$ cat src/design/ppc_pkg.sv
package ppc_pkg;

  localparam int COORD_W = 32;
  // |a*x|/2^16 <= 2^46, three of them plus d stay below 2^48
  localparam int DIST_W  = 50;
  localparam int MAG_W   = 50;
  localparam int MUL_W   = 33;
  localparam int PROD_W  = 2 * MUL_W;
  localparam int CFG_IDX_W = 2;

  typedef logic [2:0][COORD_W-1:0] vert_t;

  typedef enum logic [CFG_IDX_W-1:0] {
    CFG_PLANE_A = 2'd0,
    CFG_PLANE_B = 2'd1,
    CFG_PLANE_C = 2'd2,
    CFG_PLANE_D = 2'd3
  } cfg_idx_e;

  typedef struct packed {
    logic                start;
    logic [MAG_W-1:0]    rem;
    logic [COORD_W-1:0]  lo;
    logic [MAG_W-1:0]    den;
  } div_req_t;

  typedef struct packed {
    logic               done;
    logic [COORD_W-1:0] quot;
  } div_rsp_t;

  function automatic logic [COORD_W-1:0] vsel(vert_t v, logic [1:0] idx);
    logic [COORD_W-1:0] r;
    unique case (idx)
      2'd0:    r = v[0];
      2'd1:    r = v[1];
      2'd2:    r = v[2];
      default: r = '0;
    endcase
    return r;
  endfunction

  function automatic logic [COORD_W-1:0] sat_coord(logic signed [COORD_W+1:0] v);
    logic [COORD_W-1:0] r;
    if (v > $signed({3'b000, {(COORD_W-1){1'b1}}})) begin
      r = {1'b0, {(COORD_W-1){1'b1}}};
    end else if (v < $signed({3'b111, {(COORD_W-1){1'b0}}})) begin
      r = {1'b1, {(COORD_W-1){1'b0}}};
    end else begin
      r = v[COORD_W-1:0];
    end
    return r;
  endfunction

endpackage

$ cat src/design/ppc_mul.sv
module ppc_mul import ppc_pkg::*; (
  input  logic                     clk_i,
  input  logic signed [MUL_W-1:0]  a_i,
  input  logic signed [MUL_W-1:0]  b_i,
  output logic signed [PROD_W-1:0] p_o
);

  logic signed [PROD_W-1:0] p_q;

  always_ff @(posedge clk_i) begin
    p_q <= a_i * b_i;
  end

  assign p_o = p_q;

endmodule

$ cat config.mk
export PLATFORM = sky130hd
export DESIGN_NAME = ppc_mul
export DESIGN_NICKNAME = d
export VERILOG_FILES = /design/src/design/ppc_pkg.sv /design/src/design/ppc_mul.sv
export SDC_FILE = /design/constraint.sdc
export NUM_CORES = 2
export LEC_CHECK = 0
export ABC_AREA = 0
export BUFFER_PORTS_ARGS = -buffer_cell sky130_fd_sc_hd__buf_2
export CORE_ASPECT_RATIO = 1.75
export CORE_MARGIN = 2
export CORE_UTILIZATION = 35
export DETAILED_ROUTE_END_ITERATION = 7
export PLACE_DENSITY = 0.57
export RECOVER_POWER = 100
export SYNTH_ARGS = -nofsm -noshare
export SYNTH_HDL_FRONTEND = slang
export SYNTH_SLANG_ARGS = --single-unit
export TNS_END_PERCENT = 50
$ cat constraint.sdc
create_clock -name clk_i -period 8.65 [get_ports clk_i]
set_clock_uncertainty 0.2 [all_clocks]
set_input_delay 0.4325 -clock clk_i [delete_from_list [all_inputs] [get_ports clk_i]]
set_output_delay 0.4325 -clock clk_i [all_outputs]
set_load 0.01 [all_outputs]
## Word-level counts from Yosys, hierarchy flattened

Cells that the tools add are included.

| word-level totals | value |
|---|---|
| register bits | 66 |
| input port bits | 67 |
| memory bits (writable) | 0 |
| memories kept | 0 |
| bits in read-only memories | 0 |
| bits in latches | 0 |

| cells by class | value |
|---|---|
| bitwise gates (word level) | 0 |
| mux-type cells | 0 |
| shifts and indexed selects | 0 |
| reductions and logical operators | 0 |
| div/mod/pow operators | 0 |
| $mul | 1 |
| $add $sub $neg | 0 |
| $lt $le $gt $ge | 0 |
| equality and inequality tests | 0 |

Operator list:

| operator | number |
|---|---|
| $mul 33x33->66 | 1 |

## Longest topological paths before layout

| logic depth | value |
|---|---|
| depth in word-level cells | 1 |
| mapped depth | 27 |
| gate-level depth less buffers | 26 |

## Worst setup path before layout

OpenSTA, ideal clock, no wires.

| path | value |
|---|---|
| kind | input port to flip-flop |
| start point | input a_i[32] |
| end point | register p_q[62] (netlist: p_o[62]) |
| path slack | 0.781 ns |
| required time | 8.371 ns |
| stages on the path | 23 |
| arrival time | 7.590 ns |
| path buffers | 2 |
| cells stage by stage | clkbuf_1 nand2_1 inv_1 fa_1 fa_1 fa_1 fa_1 fa_1 fa_1 fa_1 inv_1 fa_1 inv_1 ha_1 clkbuf_1 and3_1 nand3_1 nand2b_1 a2111oi_4 a211oi_4 a21o_2 a21o_1 a211oi_2 |

| between the ends | value |
|---|---|
| longest elaborated chain between the ends | 1 |

RTL lines:

| element | line | text |
|---|---|---|
| from (decl) | ppc_mul.sv:3 | `input logic signed [MUL_W-1:0] a_i,` |
| $mul 33x33->66 | ppc_mul.sv:11 | `p_q <= a_i * b_i;` |
| to (signal assigned) | ppc_mul.sv:11 |  |
| to (decl) | ppc_mul.sv:8 | `logic signed [PROD_W-1:0] p_q;` |

Every way passes these cells.

## Final worst setup path

| path | value |
|---|---|
| start point | input a_i[13] |
| end point | register p_q[58] (netlist: p_o[58]) |

Same word-level chain as after synthesis.

==> metrics.md <==
| Metric | Value |
|---|---|
| Status | completed |
| Number of global-route vias before repair | 33391 |
| Count of buffers added by post-CTS timing repair for setup | 0 |
| Count of filler cells inserted in the layout | 11814 |
| Number of distinct library cell variants in the gate-level netlist after synthesis | 80 |
| RSZ-0062 raised after global routing | no |
| Post-route minimum period | 8.199 ns |
| Die Outline Area | 0.1192 mm² |
| Maximum number of pins on one net before global-route repair | 34 |
| Maximum level of the CTS H-tree | 3 |
| Post-synthesis instance area | 0.04073 mm² |
| Via count | 29375 |
| Via count normalized by instance count | 5.012 |
| Gr ovfl total | 0 |
| Mean area per synthesized cell | 9.390 µm² |
| # IOs | 133 |
| Sequential-to-total area share from yosys stat | 0.03244 |
| Clock edge transition at the registers on the reported setup and hold paths | 0.06 ns |
| Routability congestion estimate from global placement | 0.9062 |
| Synth warn | 0 |
| Post-CTS sizing | 0 |
| Layout-stage area growth over the synthesis result | 6.235% |
| Drt initial violations | 1379 |
| Most frequently used cell type in the post-synthesis netlist | sky130_fd_sc_hd__fa_1 |
| Post-Syn Instances | 4338 |
| Total wirelength of the detailed-routed design | 129200 µm |
| Die W | 261.9 µm |
| Final number of max-transition violations | 0 |
| Placeable Area | 0.1154 mm² |
| Tightest slew margin relative to the limit | 0.2699 |
| Final setup violation count | 0 |
| MaxCap Viol Count | 0 |
| Number of flip-flops in the largest register | 66 |
| Required time reported for the critical path endpoint | 8.68 ns |
| Post-synth net total | 5767 |
| Hold buffer count at cts | 0 |
| Number of nets in the layout | 5775 |
| Type of the worst setup path | in2reg |
| Wire length of the first global-routing pass | 195000 µm |
| Initial core utilization | 0.3530 |
| Maximum clock path buffer count | 2 |
| Clock tree from TritonCTS | yes |
| Worst slew pin tran | 1.092 ns |
| Kind of launch point of the worst setup path | primary input |
| Root Buffer Master | sky130_fd_sc_hd__clkbuf_16 |
| Flop and latch count out of synthesis | 66 |
| Arrival time worst endpoint | 8.23 ns |
| Critical path fanouts, max | 33 |
| Sequential standard cell area | 0.001321 mm² |
| DP HPWL | 110400 µm |
| Cell Rows | 165 |
| # DRC | 0 |
| Number of sinks driven by the clock tree | 66 |
| Share of post-route cells with drive strength above 1 | 0.04528 |
| EDFF count, synth | 0 |
| Antenna viol nets, final | 0 |
| Flip-flop cell with the highest count after synthesis | sky130_fd_sc_hd__dfxtp_1 |
| Share of Yosys cell area claimed by the top area cell type | 0.5627 |
| Maximum clock rate | 122.0 MHz |
| Multi-input gate area | 0.03429 mm² |
| Worst min-delay path category | in2reg |
| Post-route setup TNS | 0 ns |
| Die height | 455.3 µm |
| Worst Setup End Kind | register |
| Avg WL per Cell | 22.05 µm |
| Overall track demand over capacity in global routing | 0.2251 |
| Synth area leaders | sky130_fd_sc_hd__fa_1, sky130_fd_sc_hd__inv_1, sky130_fd_sc_hd__and2_1 |
| Antenna violations before repair | 13 |
| Iteration count of the initial detailed-routing pass | 6 |
| Synth cell count leaders | sky130_fd_sc_hd__fa_1, sky130_fd_sc_hd__inv_1, sky130_fd_sc_hd__and2_1 |
| Final worst path period share | 0.9479 |
| Final Hold Violating Endpoints | 0 |
| TritonCTS buffer count | 9 |
| Port Buf Inserts | 132 |
| Library cell with the largest summed area after synthesis | sky130_fd_sc_hd__fa_1 |
| Fraction of synthesis flops using an asynchronous set or reset pin | 0 |
cells in the final DEF, fill, tap and decap left out, drive strengths merged, types with 6 or more instances in the layout:
cell type and instances:
a211o 6, a211oi 11, a21o 38, a21oi 61
a31oi 9, and2 563, and3 6, buf 148
clkbuf 79, dfxtp 66, diode 7, fa 1145
ha 217, inv 1131, nand2 551, nand2b 12
nand3 26, nand4 12, nor2 68, nor3 7
o21a 6, o21ai 33, o21bai 11, o31ai 7
xnor2 43, xor2 25
worst max-delay path, cell delays in order:
cell and delay (ns):
sky130_fd_sc_hd__clkbuf_2 0.51, sky130_fd_sc_hd__and2_0 0.42, sky130_fd_sc_hd__fa_1 0.54, sky130_fd_sc_hd__inv_1 0.05, sky130_fd_sc_hd__fa_1 0.49, sky130_fd_sc_hd__fa_1 0.55, sky130_fd_sc_hd__inv_1 0.05, sky130_fd_sc_hd__fa_1 0.50
sky130_fd_sc_hd__inv_1 0.06, sky130_fd_sc_hd__fa_1 0.69, sky130_fd_sc_hd__inv_1 0.09, sky130_fd_sc_hd__fa_1 0.51, sky130_fd_sc_hd__fa_1 0.52, sky130_fd_sc_hd__inv_1 0.05, sky130_fd_sc_hd__fa_1 0.47, sky130_fd_sc_hd__inv_1 0.04
sky130_fd_sc_hd__ha_1 0.36, sky130_fd_sc_hd__and3_1 0.29, sky130_fd_sc_hd__a311o_1 0.39, sky130_fd_sc_hd__a31o_1 0.28, sky130_fd_sc_hd__a211oi_4 0.33, sky130_fd_sc_hd__a21oi_1 0.18, sky130_fd_sc_hd__nor4b_2 0.28, sky130_fd_sc_hd__a311oi_1 0.08
cell type report:
type	count	area share
diodes	7	0.0004048
clock buffers	9	0.005204
clock inverters	7	0.001619
inverters	1131	0.09810
multi-input cells	2920	0.7923
flip-flops and latches	66	0.03053
well taps	1503	0.04346
repair buffers	218	0.02839
final timing paths:
path                    start       to  slack (ns)  cells past startpoint
worst max-delay path  a_i[13]  p_o[58]        0.45                     24
worst min-delay path   a_i[0]   p_o[0]        0.51                      3
routing by layer:
metal / track usage / wire length, µm
met1: 0.2031 / 37010
met2: 0.4253 / 72940
met3: 0.01978 / 3736
met5: 0 / 41
met4: 0.2251 / 15500
metrics by stage:
stage	util	setup slack, ns	cells	hold slack (ns)	cell area (µm²)
finish	0.3750	0.4511	5861	0.5063	43270
global route	0.3749	0.1958	5858	0.5085	43270
CTS	0.3759	0.6349	5854	0.4970	43380
detailed placement	0.3733	0.2432	5838	0.6295	43080
global placement	0.3733	0.2783	5838	0.6300	43080
floorplan	-	0.7811	4338	0.3598	40730
cells by family (layout without fill, tap and decap cells):
logic type,after synthesis,after routing,synth area share
and+or+nand+nor,1271,1271,0.1578
other,0,7,0
DFF,66,66,0.03244
adders and majority gates,1362,1362,0.6294
xor gates and xnor gates,68,68,0.01462
buffers and inverters,1352,1365,0.1251
AOI/OAI and AO/OA,219,219,0.04067
Power is not shown: default switching activity piles up to over one toggle a cycle in this logic, so the estimate is an artifact.
