File: src/design/ppc_pkg.sv
package ppc_pkg;

  localparam int COORD_W = 32;
  // |a*x|/2^16 <= 2^46, three of them plus d stay below 2^48
  localparam int DIST_W  = 50;
  localparam int MAG_W   = 50;
  localparam int MUL_W   = 33;
  localparam int PROD_W  = 2 * MUL_W;
  localparam int CFG_IDX_W = 2;

  typedef logic [2:0][COORD_W-1:0] vert_t;

  typedef enum logic [CFG_IDX_W-1:0] {
    CFG_PLANE_A = 2'd0,
    CFG_PLANE_B = 2'd1,
    CFG_PLANE_C = 2'd2,
    CFG_PLANE_D = 2'd3
  } cfg_idx_e;

  typedef struct packed {
    logic                start;
    logic [MAG_W-1:0]    rem;
    logic [COORD_W-1:0]  lo;
    logic [MAG_W-1:0]    den;
  } div_req_t;

  typedef struct packed {
    logic               done;
    logic [COORD_W-1:0] quot;
  } div_rsp_t;

  function automatic logic [COORD_W-1:0] vsel(vert_t v, logic [1:0] idx);
    logic [COORD_W-1:0] r;
    unique case (idx)
      2'd0:    r = v[0];
      2'd1:    r = v[1];
      2'd2:    r = v[2];
      default: r = '0;
    endcase
    return r;
  endfunction

  function automatic logic [COORD_W-1:0] sat_coord(logic signed [COORD_W+1:0] v);
    logic [COORD_W-1:0] r;
    if (v > $signed({3'b000, {(COORD_W-1){1'b1}}})) begin
      r = {1'b0, {(COORD_W-1){1'b1}}};
    end else if (v < $signed({3'b111, {(COORD_W-1){1'b0}}})) begin
      r = {1'b1, {(COORD_W-1){1'b0}}};
    end else begin
      r = v[COORD_W-1:0];
    end
    return r;
  endfunction

endpackage

File: src/design/ppc_div.sv
module ppc_div import ppc_pkg::*; (
  input  logic     clk_i,
  input  logic     rst_ni,
  input  div_req_t req_i,
  output div_rsp_t rsp_o
);

  logic               busy_q;
  logic               done_q;
  logic [4:0]         cnt_q;
  logic [MAG_W-1:0]   rem_q;
  logic [MAG_W-1:0]   den_q;
  logic [COORD_W-1:0] lo_q;
  logic [COORD_W-1:0] quot_q;
  logic [MAG_W:0]     shifted;
  logic [MAG_W:0]     trial;

  assign shifted = {rem_q, lo_q[COORD_W-1]};
  assign trial   = shifted - {1'b0, den_q};

  always_ff @(posedge clk_i or negedge rst_ni) begin
    if (!rst_ni) begin
      busy_q <= 1'b0;
      done_q <= 1'b0;
      cnt_q  <= '0;
    end else begin
      done_q <= 1'b0;
      if (req_i.start) begin
        busy_q <= 1'b1;
        cnt_q  <= '0;
      end else if (busy_q) begin
        cnt_q <= cnt_q + 5'd1;
        if (cnt_q == 5'd31) begin
          busy_q <= 1'b0;
          done_q <= 1'b1;
        end
      end
    end
  end

  // one quotient bit per cycle; remainder stays below the divisor
  always_ff @(posedge clk_i) begin
    if (req_i.start) begin
      rem_q <= req_i.rem;
      den_q <= req_i.den;
      lo_q  <= req_i.lo;
    end else if (busy_q) begin
      lo_q <= {lo_q[COORD_W-2:0], 1'b0};
      if (!trial[MAG_W]) begin
        rem_q  <= trial[MAG_W-1:0];
        quot_q <= {quot_q[COORD_W-2:0], 1'b1};
      end else begin
        rem_q  <= shifted[MAG_W-1:0];
        quot_q <= {quot_q[COORD_W-2:0], 1'b0};
      end
    end
  end

  assign rsp_o.done = done_q;
  assign rsp_o.quot = quot_q;

endmodule

File: config.mk
export PLATFORM = sky130hd
export DESIGN_NAME = ppc_div
export DESIGN_NICKNAME = d
export VERILOG_FILES = /design/src/design/ppc_pkg.sv /design/src/design/ppc_div.sv
export SDC_FILE = /design/constraint.sdc
export NUM_CORES = 1
export LEC_CHECK = 0
export ABC_AREA = 1
export BUFFER_PORTS_ARGS = -buffer_cell sky130_fd_sc_hd__buf_2
export CAP_MARGIN = 40
export CELL_PAD_IN_SITES_DETAIL_PLACEMENT = 1
export CELL_PAD_IN_SITES_GLOBAL_PLACEMENT = 1
export CORE_MARGIN = 2
export CORE_UTILIZATION = 40
export CTS_CLUSTER_SIZE = 40
export DETAILED_ROUTE_END_ITERATION = 12
export PLACE_DENSITY_LB_ADDON = 0.25
export SLEW_MARGIN = 20
export SYNTH_ARGS = -nofsm -noshare
export SYNTH_HDL_FRONTEND = slang
export SYNTH_SLANG_ARGS = --single-unit
File: constraint.sdc
create_clock -name clk_i -period 3.3 [get_ports clk_i]
set_input_delay 0.66 -clock clk_i [delete_from_list [all_inputs] [get_ports clk_i]]
set_output_delay 0.66 -clock clk_i [all_outputs]
set_load 0.02 [all_outputs]
== Word-level counts from Yosys, hierarchy flattened ==
Cells that the tools add are included.

* Add/subtract/negate cells: 2
* Eq/ne operators: 1
* Multiplexer cells: 14
* Bitwise operators: 1
* Reductions and logical operators: 2

{| class="wikitable"
|+ Operator list
! operator !! count
|-
| 50-bit two-way mux || 3
|-
| 32-bit two-way mux || 2
|-
| 51-bit by 50-bit subtractor with 51-bit output || 1
|-
| 5-bit two-way mux || 2
|-
| 1-bit two-way mux || 7
|-
| 5-bit by 1-bit adder with 5-bit output, second input constant || 1
|-
| 5-bit equality test, second input constant || 1
|-
| 2-bit AND reduction || 1
|-
| 2-bit nonzero test || 1
|-
| 1-bit inverter || 1
|}

* Register bits after elaboration: 171
* Bits of input ports: 135
* Output and inout port bits: 33
* Logic and storage cells: 27

== Depth between registers and ports, before layout ==
* Depth in word-level cells: 4
* Gate-level depth with buffers: 18
* Depth with buffers taken out: 17

== Worst setup path after synthesis ==
Ideal clock, no wire load.

* Path type: input to register
* Start: in req_i[132] (netlist bit)
* End: reg lo_q[0] (enable)
* Setup time: 437 ps
* Arrival time: 2,336 ps
* Required time: 2,863 ps
* Setup slack: 527 ps
* Stages on the path: 2
* Cells stage by stage: nor2_1 inv_1

* Word-level cells in the longest chain between the ends: 1

{| class="wikitable"
|+ Ends and longest elaborated chain
! what !! line !! source
|-
| start, declared || ppc_div.sv:4 || <nowiki>input div_req_t req_i,</nowiki>
|-
| 2-bit nonzero test (no source line) || - ||
|-
| end signal, assigned || ppc_div.sv:46 || <nowiki>lo_q <= req_i.lo;</nowiki>
|-
| end signal, assigned || ppc_div.sv:48 || <nowiki>lo_q <= {lo_q[COORD_W-2:0], 1'b0};</nowiki>
|-
| end, declared || ppc_div.sv:13 || <nowiki>logic [COORD_W-1:0] lo_q;</nowiki>
|}

Every way passes these cells.
A chain may end at the register's enable or synchronous reset.

== Worst setup path in the final report ==
* Start: reg den_q[0]
* End: reg rem_q[41], data pin

* Word-level cells in the longest chain between the ends: 4

{| class="wikitable"
|+ Ends and longest elaborated chain
! what !! line !! source
|-
| start, declared || ppc_div.sv:12 || <nowiki>logic [MAG_W-1:0] den_q;</nowiki>
|-
| start signal, assigned || ppc_div.sv:45 || <nowiki>den_q <= req_i.den;</nowiki>
|-
| 51-bit by 50-bit subtractor with 51-bit output || ppc_div.sv:19 || <nowiki>assign trial = shifted - {1'b0, den_q};</nowiki>
|-
| 50-bit two-way mux || ppc_div.sv:49 || <nowiki>if (!trial[MAG_W]) begin</nowiki>
|-
| 50-bit two-way mux || ppc_div.sv:47 || <nowiki>end else if (busy_q) begin</nowiki>
|-
| 50-bit two-way mux || ppc_div.sv:43 || <nowiki>if (req_i.start) begin</nowiki>
|-
| end signal, assigned || ppc_div.sv:44 || <nowiki>rem_q <= req_i.rem;</nowiki>
|-
| end signal, assigned || ppc_div.sv:50 || <nowiki>rem_q <= trial[MAG_W-1:0];</nowiki>
|-
| end signal, assigned || ppc_div.sv:53 || <nowiki>rem_q <= shifted[MAG_W-1:0];</nowiki>
|-
| end, declared || ppc_div.sv:11 || <nowiki>logic [MAG_W-1:0] rem_q;</nowiki>
|}

Every way passes these cells. The select of a mux whose other input is x is not followed.

==> flow_metrics.py <==
metrics = {
    "run_status": {
        "status": "finished, final reports clean",
    },
    "synth": {
        "ys_seq_elements": 171,
        "synthAdderAreaFrac_pct": 5.784,
        "synthTopCellsByArea": "edfxtp_1, nand2_1, inv_1, ha_1, nand3_1",
        "synth_top_family_by_area": "simple AND/OR/NAND/NOR gates",
        "synth_edf_count": 164,
        "ys_seq_area_share_pct": 43.98,
        "synth_top_area_share_pct": 42.47,
        "synth-simple-area-share_pct": 33.79,
        "yosysTopAreaCell": "edfxtp_1",
        "synth_cell_types": 34,
        "synth_mux_area_share_pct": 0,
        "yosys_warnings": 0,
        "syn_area_um2": 11590,
        "synth_compound_area_share_pct": 3.000,
        "synthCells": 1597,
        "synth_flop_cell": "edfxtp_1",
        "syn_nets": 1785,
        "syn_avg_cell_area_um2": 7.260,
        "synth-async-reset-ratio_pct": 4.094,
        "synthXorXnorAreaFrac_pct": 1.737,
    },
    "layout": {
        "diodes": 0,
        "fill_cells": 3701,
        "nets": 1954,
        "register_area_um2": 5100,
        "multi_input_area_um2": 5140,
        "drive_gt1_share_pct": 13.55,
        "syn2layout_area_growth_pct": 16.25,
    },
    "die": {
        "die_w_um": 174.3,
        "floorplan.initialDensity_pct": 40.51,
        "coreArea_um2": 28630,
        "pin_count": 168,
        "die_h_um": 174.3,
        "rows": 62,
        "design.die.area_um2": 30360,
    },
    "drt": {
        "vias": 10540,
        "drt-pass1-iter-count": 5,
        "drt_iter0_markers": 661,
        "wl_per_cell_um": 16.80,
        "drc_errors": 0,
        "via_per_inst": 4.873,
        "ant_nets": 0,
        "wirelength_mm": 36.34,
    },
    "clocking": {
        "cts_sinks": 171,
        "cts_tree": "done",
        "cts_setup_buffers": 0,
        "cts-resized-gates": 0,
        "cts_buffers": 17,
        "cts_hold_buf": 0,
        "cts_root_buffer": "clkbuf_16",
        "clockBufferDepth": 2,
        "insertion_delay_ns": 0.45,
        "htreeDepth": 4,
        "path_clk_slew_ns": 0.08,
    },
    "timing": {
        "hold_ws_ns": 0.02794,
        "slew_violations": 0,
        "fin_crit_sh_pct": 87.40,
        "fmax_mhz": 346.7,
        "max_slew_margin_pct": 64.04,
        "rsz0062_at_grt": "false",
        "setup_viol": 0,
        "period_minus_slack_ns": 2.884,
        "hold_viol_final": 0,
        "setup-tns-final_ns": 0,
        "clock_skew_ns": 0.01593,
        "tightest_slew_ns": 0.5393,
    },
    "setup_path": {
        "critPathRequiredTime_ns": 3.51,
        "startpoint_type": "flip-flop",
        "crit_start": "den_q[0]$_DFFE_PP_",
        "cp-endpoint": "rem_q[41]$_DFFE_PP_",
        "worstSetupEndpointType": "flip-flop",
        "reg2reg_depth": 13,
        "crit_type": "reg -> reg",
        "regToRegStartpoint": "den_q[0]$_DFFE_PP_",
        "r2r_slack_ns": 0.42,
        "cp_max_fo": 17,
        "r2r-end": "rem_q[41]$_DFFE_PP_",
        "cp_data_arrival_time_ns": 3.09,
    },
    "job": {
        "cap_violations": 0,
    },
    "pwr": {
        "leakage_nw": 7.241,
        "power.density_nw_per_um2": 901.4,
        "ir_drop_uv": 501.4,
    },
    "grt": {
        "grt_overflow_total": 0,
        "grt_pass1_wl_mm": 58.42,
        "grt_pass1_vias": 11060,
        "antenna_found_initial": 0,
        "grt_usage_pct": 24.63,
        "grt_max_degree": 63,
    },
    "place": {
        "io_buffers": 167,
        "place_congestion": 0.9717,
        "dp_hpwl_mm": 29.02,
    },
    "min_path": {
        "min_path_type": "in -> async",
    },
}
[area by class of cell]
cell class / instances / area share [%]
well taps: 384 / 3.564
repair buffers: 181 / 7.092
clock inverters: 14 / 1.300
multi-input cells: 1076 / 38.13
inverters: 319 / 8.893
clock buffers: 18 / 3.184
flip-flops and latches: 171 / 37.84
[power breakdown]
group / internal [mW] / leakage [nW] / switching (mW)
Clock: 1.15 / 0.296 / 0.983
Combinational: 2.22 / 5.16 / 4.57
Sequential: 2.97 / 1.78 / 0.266
Total: 6.33 / 7.24 / 5.82
[metrics by stage]
step                std cells  setup WS [ns]  total power [mW]  instance area (µm²)  util, %
detailed placement       2131         0.4185             10.01                12870    44.98
global placement         2131         0.5092             9.820                12870    44.98
floorplan                1597         0.5273             8.015                11590        -
global route             2163         0.2260             13.19                13480    47.09
CTS                      2163         0.4125             12.21                13480    47.09
finish                   2163         0.4159             12.15                13480    47.09
[cell usage in the layout, fill, tap and decap left out, drive strengths merged, types with 10 or more instances in the layout]
| cell type | n |
|---|---|
| a21oi | 33 |
| nor3 | 12 |
| inv | 326 |
| ha | 52 |
| nor2 | 89 |
| nand4 | 15 |
| buf | 181 |
| nand3b | 19 |
| xnor2 | 22 |
| nand3 | 131 |
| clkbuf | 18 |
| o21bai | 10 |
| edfxtp | 164 |
| nand2 | 671 |
[synthesized netlist by cell type, types with 4 or more instances]
library cell and n:
nand2_1 664, inv_1 314, edfxtp_1 164, nand3_1 128
nor2_1 82, ha_1 52, a21oi_1 31, xnor2_1 22
nand3b_1 19, clkbuf_1 18, nand4_1 15, nor3_1 11
o21bai_1 10, buf_2 8, dfrtp_1 7, o21ai_0 7
nor2_2 6, inv_2 5, a21boi_0 4, buf_6 4
nand2_2 4, nor4_1 4
[critical path, stage by stage, from the launching register on]
cell      delay, ns
edfxtp_1       0.41
ha_1           0.24
fa_1           0.44
inv_1          0.10
nand3_1        0.10
nand3_2        0.16
nand2_1        0.09
nand2_2        0.15
nand2_2        0.12
nand3_2        0.22
buf_4          0.30
nand3_1        0.13
nand3_1        0.11
nand2_1        0.06
[sequential cells by signal, indices dropped and copies added, names as in the netlist]
signal  cells
done_q      1
lo_q       32
busy_q      1
den_q      50
cnt_q       5
rem_q      50
quot_q     32
[how the worst min path moves through the flow]
stage,to,slack [ns],cells after the start
after global placement,quot_q[30]$_DFFE_PP_,0.42,0
final,cnt_q[3]$_DFFE_PN0P_,0.03,1
after CTS,cnt_q[4]$_DFFE_PN0P_,0.01,1
after floorplan,busy_q$_DFF_PN0_,0.36,0
after detailed placement,quot_q[7]$_DFFE_PP_,0.43,0
after global routing,cnt_q[4]$_DFFE_PN0P_,0.01,1
[layer usage]
| metal | GRT usage (%) | vias up | wire, µm |
|---|---|---|---|
| li1 | - | 5291 | - |
| met1 | 32.40 | 4988 | 16820 |
| met4 | 6.478 | 0 | 650 |
| met2 | 41.82 | 222 | 17240 |
| met3 | 4.418 | 40 | 1633 |
| met5 | 0 | - | 0 |
[logic make-up (layout without fill, tap and decap cells)]
group / after synthesis / count (layout)
buf+inv: 350 / 532
xor+xnor: 23 / 23
simple gates: 943 / 943
flops: 171 / 171
fa+ha+maj: 53 / 53
compound gates: 57 / 57
Power figures use the tool's default switching activity.
